## config.mk

```make
export PLATFORM = sky130hd
export DESIGN_NAME = ge_exp2
export DESIGN_NICKNAME = d
export VERILOG_FILES = /design/src/rtl/ge_pkg.sv /design/src/rtl/ge_exp2.sv
export SDC_FILE = /design/constraint.sdc
export NUM_CORES = 2
export LEC_CHECK = 0
export BUFFER_PORTS_ARGS = -buffer_cell sky130_fd_sc_hd__buf_2
export CAP_MARGIN = 20
export CORE_MARGIN = 4
export CORE_UTILIZATION = 35
export DETAILED_ROUTE_END_ITERATION = 6
export PLACE_DENSITY_LB_ADDON = 0.3
export SLEW_MARGIN = 20
export SYNTH_ARGS = -nofsm -noshare
export SYNTH_HDL_FRONTEND = slang
export SYNTH_SLANG_ARGS = --single-unit
```

## constraint.sdc

```tcl
create_clock -name i_clk -period 18.36 [get_ports i_clk]
set_input_delay 3.672 -clock i_clk [delete_from_list [all_inputs] [get_ports i_clk]]
set_output_delay 3.672 -clock i_clk [all_outputs]
set_load 0.03 [all_outputs]
```

## src/rtl/ge_pkg.sv

```systemverilog
// gamma encode/decode package: pipeline side-band type, register indexes,
// log2 rom and the constant functions shared by the log2 stage and the top level
`default_nettype none

package ge_pkg;

    localparam int BASE_BITS = 6;
    localparam longint ROUND_BIAS = 64'sh10D;

    // register indexes of the configuration port
    localparam logic [0:0] CFG_DECODE_EXP = 1'b0;
    localparam logic [0:0] CFG_ENCODE_EXP = 1'b1;

    // per-beat control that travels with the data
    typedef struct packed {
        logic valid;
        logic action;   // 0 decode, 1 encode
        logic zero;     // result forced to 0
    } t_side;

    // log2(1 + j/64) in Q31
    localparam logic [31:0] BASE_ROM [0:65] = '{
        32'h00000000, 32'h02dcf2d1, 32'h05aeb4dd, 32'h08759c50, 32'h0b31fb7d, 32'h0de42120,
        32'h108c588d, 32'h132ae9e2, 32'h15c01a3a, 32'h184c2bd0, 32'h1acf5e2e, 32'h1d49ee4c,
        32'h1fbc16b9, 32'h22260fb6, 32'h24880f56, 32'h26e2499d, 32'h2934f098, 32'h2b803474,
        32'h2dc4439b, 32'h30014ac6, 32'h32377512, 32'h3466ec15, 32'h368fd7ee, 32'h38b25f5a,
        32'h3acea7c0, 32'h3ce4d544, 32'h3ef50ad2, 32'h40ff6a2e, 32'h43041403, 32'h450327eb,
        32'h46fcc47a, 32'h48f10751, 32'h4ae00d1d, 32'h4cc9f1ab, 32'h4eaecfeb, 32'h508ec1fa,
        32'h5269e12f, 32'h5440461c, 32'h5612089a, 32'h57df3fd0, 32'h59a80239, 32'h5b6c65aa,
        32'h5d2c7f59, 32'h5ee863e5, 32'h60a02757, 32'h6253dd2c, 32'h64039858, 32'h65af6b4b,
        32'h675767f5, 32'h68fb9fce, 32'h6a9c23d6, 32'h6c39049b, 32'h6dd2523d, 32'h6f681c73,
        32'h70fa728c, 32'h72896373, 32'h7414fdb5, 32'h759d4f81, 32'h772266ad, 32'h78a450b8,
        32'h7a231ace, 32'h7b9ed1c7, 32'h7d17822f, 32'h7e8d3846, 32'h80000000, 32'h816fe50b
    };

    // rom entry j for a table of 2^lib steps
    function automatic logic [32:0] rom_entry(input logic [8:0] j, input int lib);
        int down;
        int up;
        int p;
        int q;
        longint lo;
        longint hi;
        longint rem;
        down = BASE_BITS - lib;
        rom_entry = '0;
        if (down >= 0) begin
            p = int'(j) << down;
            if (p <= 65) begin
                rom_entry = {1'b0, BASE_ROM[p]};
            end else begin
                p = (p - 64) >> 1;
                if (p > 65) begin
                    p = 65;
                end
                rom_entry = {1'b0, 32'h80000000} + {1'b0, BASE_ROM[p]};
            end
        end else begin
            up = -down;
            q = int'(j) >> up;
            rem = longint'(int'(j) & ((1 << up) - 1));
            if (q > 64) begin
                q = 64;
            end
            lo = longint'(BASE_ROM[q]);
            hi = longint'(BASE_ROM[q + 1]);
            rom_entry = 33'(lo + (((hi - lo) * rem) >>> up));
        end
    endfunction

    // log2 of a nonzero Q16 value, evaluated at elaboration only
    function automatic longint log2_const(input longint u, input int lib);
        int lz;
        int fs;
        longint t;
        longint idx;
        longint dx;
        longint y0;
        longint f1;
        longint f2;
        longint a;
        longint b;
        longint q;
        longint m;
        lz = 0;
        for (int k = 31; k >= 0; k--) begin
            if (u[k]) begin
                break;
            end
            lz++;
        end
        fs = 32 - lib;
        t = (u << (lz + 1)) & 64'hFFFFFFFF;
        idx = t >> fs;
        dx = t & ((64'sd1 << fs) - 1);
        y0 = longint'(rom_entry(9'(idx), lib));
        f1 = longint'(rom_entry(9'(idx + 1), lib)) - y0;
        f2 = longint'(rom_entry(9'(idx + 2), lib)) - y0;
        a = f2 - 2 * f1;
        b = 2 * f1 - a;
        q = ((a * dx) >>> fs) + b;
        q = (q * dx) >>> (fs + 1);
        m = (y0 + q) & 64'hFFFFFFFF;
        m = ((m + 64'h4000 + ROUND_BIAS) & 64'hFFFFFFFF) >> 15;
        log2_const = longint'(15 - lz) * 65536 + m;
    endfunction

endpackage

`default_nettype wire

```

## src/rtl/ge_exp2.sv

```systemverilog
// three-stage Q16 exp2: split into integer and fraction, cubic in Horner form,
// final shift by the integer part; depends on ge_pkg
`default_nettype none

module ge_exp2 (
    input  wire                 i_clk,
    input  wire                 i_rst_n,
    input  wire                 i_en,
    input  wire ge_pkg::t_side  i_side,
    input  wire signed [35:0]   i_x,
    output ge_pkg::t_side       o_side,
    output logic [31:0]         o_e
);
    // stage f: n = round(x), f in [-0.5, 0.5), first horner step
    logic signed [35:0] w_xs;
    logic signed [19:0] w_n;
    logic signed [20:0] w_s;
    logic signed [16:0] w_f;
    logic signed [33:0] w_r1;

    assign w_xs = i_x + 36'sh8000;
    assign w_n  = 20'(w_xs >>> 16);
    assign w_s  = 21'sd15 - 21'(w_n);
    assign w_f  = $signed({1'b0, w_xs[15:0]}) - 17'sd32768;
    assign w_r1 = (34'sd3616 * 34'(w_f) + 34'sh3E1CC333) >>> 17;

    ge_pkg::t_side      r_f_side;
    logic signed [16:0] r_f_f;
    logic signed [16:0] r_f_r;
    logic               r_f_out;
    logic [4:0]         r_f_sh;

    always_ff @(posedge i_clk) begin
        if (!i_rst_n) begin
            r_f_side <= '0;
        end else if (i_en) begin
            r_f_side <= i_side;
        end
        if (i_en) begin
            r_f_f   <= w_f;
            r_f_r   <= 17'(w_r1);
            // shift of 32 or more empties the value; negative shift acts as none
            r_f_out <= (w_s >= 21'sd32);
            r_f_sh  <= (w_s < 21'sd0) ? 5'd0 : w_s[4:0];
        end
    end

    // stage g
    logic signed [33:0] w_r2;
    assign w_r2 = (34'(r_f_r) * 34'(r_f_f) + 34'sh58BD46A6) >>> 16;

    ge_pkg::t_side      r_g_side;
    logic signed [16:0] r_g_f;
    logic signed [18:0] r_g_r;
    logic               r_g_out;
    logic [4:0]         r_g_sh;

    always_ff @(posedge i_clk) begin
        if (!i_rst_n) begin
            r_g_side <= '0;
        end else if (i_en) begin
            r_g_side <= r_f_side;
        end
        if (i_en) begin
            r_g_f   <= r_f_f;
            r_g_r   <= 19'(w_r2);
            r_g_out <= r_f_out;
            r_g_sh  <= r_f_sh;
        end
    end

    // stage h
    logic signed [37:0] w_m;
    logic [31:0]        w_m32;
    assign w_m   = 38'(r_g_r) * 38'(r_g_f) + 38'sh7FFDE4A3;
    assign w_m32 = w_m[31:0];

    always_ff @(posedge i_clk) begin
        if (!i_rst_n) begin
            o_side <= '0;
        end else if (i_en) begin
            o_side <= r_g_side;
        end
        if (i_en) begin
            o_e <= r_g_out ? 32'd0 : (w_m32 >> r_g_sh);
        end
    end

endmodule

`default_nettype wire

```

# Yosys cells after proc, flatten, opt, wreduce, memory -nomap -nowiden
# Index checks and enable logic that the tools add are counted.
op_classes:
  order_cmp: 2
  n_mul: 3
  shift: 1
  addsub: 6
op_table:
  columns: ["op", "n"]
  rows:
  - ["36-bit by 17-bit adder with 36-bit output, second input constant", 1]
  - ["32-bit by 32-bit adder with 33-bit output, second input constant", 1]
  - ["30-bit by 31-bit adder with 32-bit output, second input constant", 1]
  - ["32-bit adder, second input constant", 1]
  - ["15-bit by 17-bit multiplier with 32-bit output", 1]
  - ["18-bit by 17-bit multiplier with 32-bit output", 1]
  - ["32-bit by 5-bit >> shifter with 32-bit output", 1]
  - ["8-bit by 17-bit multiplier with 25-bit output, first input constant", 1]
  - ["21-bit by 7-bit greater-or-equal comparator with 1-bit output, second input constant", 1]
  - ["21-bit by 1-bit less-than comparator with 1-bit output, second input constant", 1]
  - ["5-bit by 20-bit subtractor with 21-bit output, first input constant", 1]
  - ["16-bit by 16-bit subtractor with 17-bit output, second input constant", 1]
totals:
  wordCells: 30
  output_inout_bits: 35
  regBits: 120

# Depth between registers and ports, before layout
depth:
  depth_word: 4
  ltp_mapped: 29

# Worst setup path before layout
# OpenSTA, ideal clock, no wires.
synth_timing:
  path_type: "in2reg"
  from: "input i_x[1]"
  to: "register r_f_r[10] (data pin)"
  path_stages: 18
  arrival_time_ps: 7856
  setup_slack_ps: 10233
  setup_time_ps: 272
  n_path_buf: 0
  path_cell_list: "ha_1 > inv_1 > fa_1 > fa_1 > inv_1 > ha_1 > ha_1 > a21o_1 > a21o_1 > a2111oi_0 > nor2_1 > or2_2 > a21oi_1 > o2111a_1 > nand2b_1 > nor3_1 > o31ai_1 > o21ai_0"
synth_via:
  elab_chain_len: 4
synth_rtl:
  columns: ["item", "line_no", "text"]
  rows:
  - ["start, declared", "ge_exp2.sv:10", "input wire signed [35:0] i_x,"]
  - ["36-bit by 17-bit adder with 36-bit output", "ge_exp2.sv:21", "assign w_xs = i_x + 36'sh8000;"]
  - ["16-bit by 16-bit subtractor with 17-bit output", "ge_exp2.sv:24", "assign w_f = $signed({1'b0, w_xs[15:0]}) - 17'sd32768;"]
  - ["8-bit by 17-bit multiplier with 25-bit output", "ge_exp2.sv:25", "assign w_r1 = (34'sd3616 * 34'(w_f) + 34'sh3E1CC333) >>> 17;"]
  - ["30-bit by 31-bit adder with 32-bit output", "ge_exp2.sv:25", null]
  - ["net w_r1[10]", "ge_exp2.sv:19", "logic signed [33:0] w_r1;"]
  - ["end signal, assigned", "ge_exp2.sv:41", "r_f_r <= 17'(w_r1);"]
  - ["end, declared", "ge_exp2.sv:29", "logic signed [16:0] r_f_r;"]
# The timed path passes the listed nets, and every way through them passes these cells.
# A chain may end at the register's enable or synchronous reset.

# Worst setup path after layout
layout_timing:
  from: "input i_x[2]"
  to: "register r_f_r[12] (data pin)"
# Same word-level chain as after synthesis.

==> impl_results.md <==
* Status: complete, no violations
* Drt pass-1 iters at 5
* IO Count at a little under 80
* Starting Density at 0.353
* Wire per inst at between 15 and 20 µm
* Post-Synth Adder-Cell Area at 0.491
* Sequential element share of the synthesized area at 0.115
* Multi-input gate area at 22900 µm²
* Worst Setup SP: i_x[2]
* CTS resizes at 0
* Layout cells sized above 1 at 0.0580
* Dpl hpwl at roughly 56 mm
* Post-synthesis mux area share at 0.0238
* TritonCTS Sinks at between 100 and 150
* XOR/XNOR share of the synthesized area at 0.0386
* WS Path Type: input port to flop
* Vias in the first global route at 22.2k
* Most frequent cell after synthesis: inv_1
* Endpoint class of the critical path: flop
* Grt total ovfl at 0
* Max Cap Violations at 0
* Simple-gate share of the synthesized area at 0.146
* Htree depth at 4
* Die X at roughly 300 µm
* Post-synth EDFFs at about 110
* Sequential cell area at ~3400 µm²
* Setup TNS at 0 ns
* Skew final at 0.0190 ns
* Share of the synthesized area in the top cell type at 0.383
* Cts hold-fix bufs at 0
* Antenna diodes at 0
* Via count at roughly 20k
* Number of distinct library cells after synthesis at 93
* Nets at about 4.0k
* Clock transition at path regs at 0.06 ns
* CTS root buf: clkbuf_16
* Die ar. at ~90000 µm²
* Post-Syn Area per Cell at ~9.4 µm²
* DP Worst Slack at 9.46 ns
* Mapped Cells at 3119
* Worst skew pair latency at 0.46 ns
* Async S/R FF share, synth at 0
* Antenna violations before repair at 1
* Post-route setup slack at 10.03 ns
* Layout area overhead at 6.89%
* Largest cells by area after synthesis: fa_1 38%, edfxtp_1 11%, ha_1 11%, inv_1 8.8%, and2_1 5.6%
* Post-route ant nets at 0
* M1 GR Usage at 0.211
* Number of synthesized register bits at approximately 120
* Min-Delay Path Class: flop to flop
* CTS tree: done
* Post-synthesis compound-gate area fraction at 0.0801
* # setup viols final at 0
* Max frequency at 120 MHz
* Final Max Tran Viols at 0
* Via density at approximately 4.9
* Tightest Pin Transition at roughly 1.1 ns
* Final Hold Viols at 0
* RSZ-0062 raised after global routing: no
* CTS max path bufs at 2
* Largest family of logic cells by synthesized area: adder cells
* Rows at approximately 110
* GRT Resource Usage Total at 0.157
* Yosys top cell by area: fa_1
* Setup repair bufs after CTS at 0
* Core Footprint at around 83000 µm²
* Max-slew headroom at 0.300
* Die height at 298 µm
* Mapped Area at around 29000 µm²
* Drt drc at 0
* Gpl congestion at approximately 0.84
* Fill cell count at 8413
* Primary FF master, synth: edfxtp_1
* Total Wirelength at 67.1 mm
* Tmin final at 8.33 ns
* Layer with the highest usage: met2
* GR Layer Usage met3 at 0.0161
* Largest net degree at the start of global routing at 77
* Most frequent cells after synthesis: 690 x inv_1, 562 x fa_1, 321 x nand2_1
* TritonCTS buffer count at 17
* I/O Buffers at 76
* Met2 usage at 0.276
* CP startpoint kind: input port
* Crit-path max FO at 5
* DR iter-0 viols at approximately 940
* Worst R2R Start: r_g_f[4]
* First-pass GRT wire length at around 110 mm
* Syn nets at between 3k and 4k
* Worst endpoint required time at 18.55 ns
* Hold wc startpoint: r_f_sh[4]
* Fin crit share at 0.454
* Ys Warns at 0
* Worst Path Arrival at approximately 8.5 ns
-- through the flow --
stage	instance area, µm²	instances	utilization	hold slack (ns)
after floorplan	29400	3119	-	0.400
after global placement	30900	4187	0.370	0.400
after detailed placement	30900	4187	0.370	0.405
after CTS	31400	4219	0.377	0.415
after global routing	31400	4219	0.377	0.420
final	31400	4219	0.377	0.415
-- critical path: stages --
cell       delay [ns]
buf_2            0.13
ha_1             0.28
inv_1            0.05
fa_1             0.46
fa_1             0.50
inv_1            0.04
ha_1             0.29
ha_1             0.28
a21o_1           0.20
a21o_1           0.20
a2111oi_1        0.77
nor2_1           0.22
o211ai_1         0.15
o211ai_1         0.17
o2111a_1         0.21
nand2b_1         0.18
nor3_1           0.44
nor3_1           0.11
xor2_1           0.16
-- cells by family after synthesis --
| family | count (synthesis) |
|---|---|
| multiplexers | 59 |
| buffers and inverters | 808 |
| AND/OR/NAND/NOR | 856 |
| XOR/XNOR | 124 |
| adder cells (fa/ha/maj) | 817 |
| flip-flops | 116 |
| AO/OA/AOI/OAI | 339 |
-- registers in the layout, indices dropped and copies added (netlist names) --
register / flops
o_e: 32
r_f_out: 1
r_g_f: 16
r_g_sh: 5
r_f_f: 16
o_side: 3
r_g_side: 3
r_f_sh: 5
r_g_out: 1
r_f_r: 14
r_g_r: 17
r_f_side: 3
-- layer usage --
| metal | up-vias | part of all wire |
|---|---|---|
| met1 | 10300 | 0.46 |
| li1 | 9736 | - |
| met2 | 343 | 0.50 |
| met5 | - | 0 |
| met3 | 76 | 0.029 |
| met4 | 0 | 0.017 |
-- worst paths after layout --
path,endpoint,slack [ns],cells past startpoint
worst max-delay path,r_f_r[12],10.03,19
worst min-delay path,r_g_sh[4],0.41,0
worst max register to register,o_e[4],10.20,23
worst min register to register,r_g_sh[4],0.41,0
-- cell type report --
cell class | instances | share of cell area
multi-input combinational | 2195 | 0.729
sequential | 116 | 0.108
inverter | 692 | 0.0826
tap | 1080 | 0.0430
timing repair buffer | 104 | 0.0189
clock buffer | 17 | 0.0135
clock inverter | 15 | 0.00501
-- layout by cell type (no fill, tap or decap), types with 19 or more instances in the layout --
cell type,n
inv_1,690
fa_1,562
nand2_1,321
and2_1,265
ha_1,255
edfxtp_1,107
nor2_1,97
xnor2_1,82
buf_2,75
a21oi_1,74
o21ai_0,57
xor2_1,38
mux2i_1,38
nand2b_1,30
a21o_1,29
buf_4,29
nor3_1,28
a211oi_1,26
nand3_1,23
nor2b_1,19
Power is left out: the tool's default activity adds up to more than one toggle a clock period on the data nets, which glitch-free logic cannot reach.
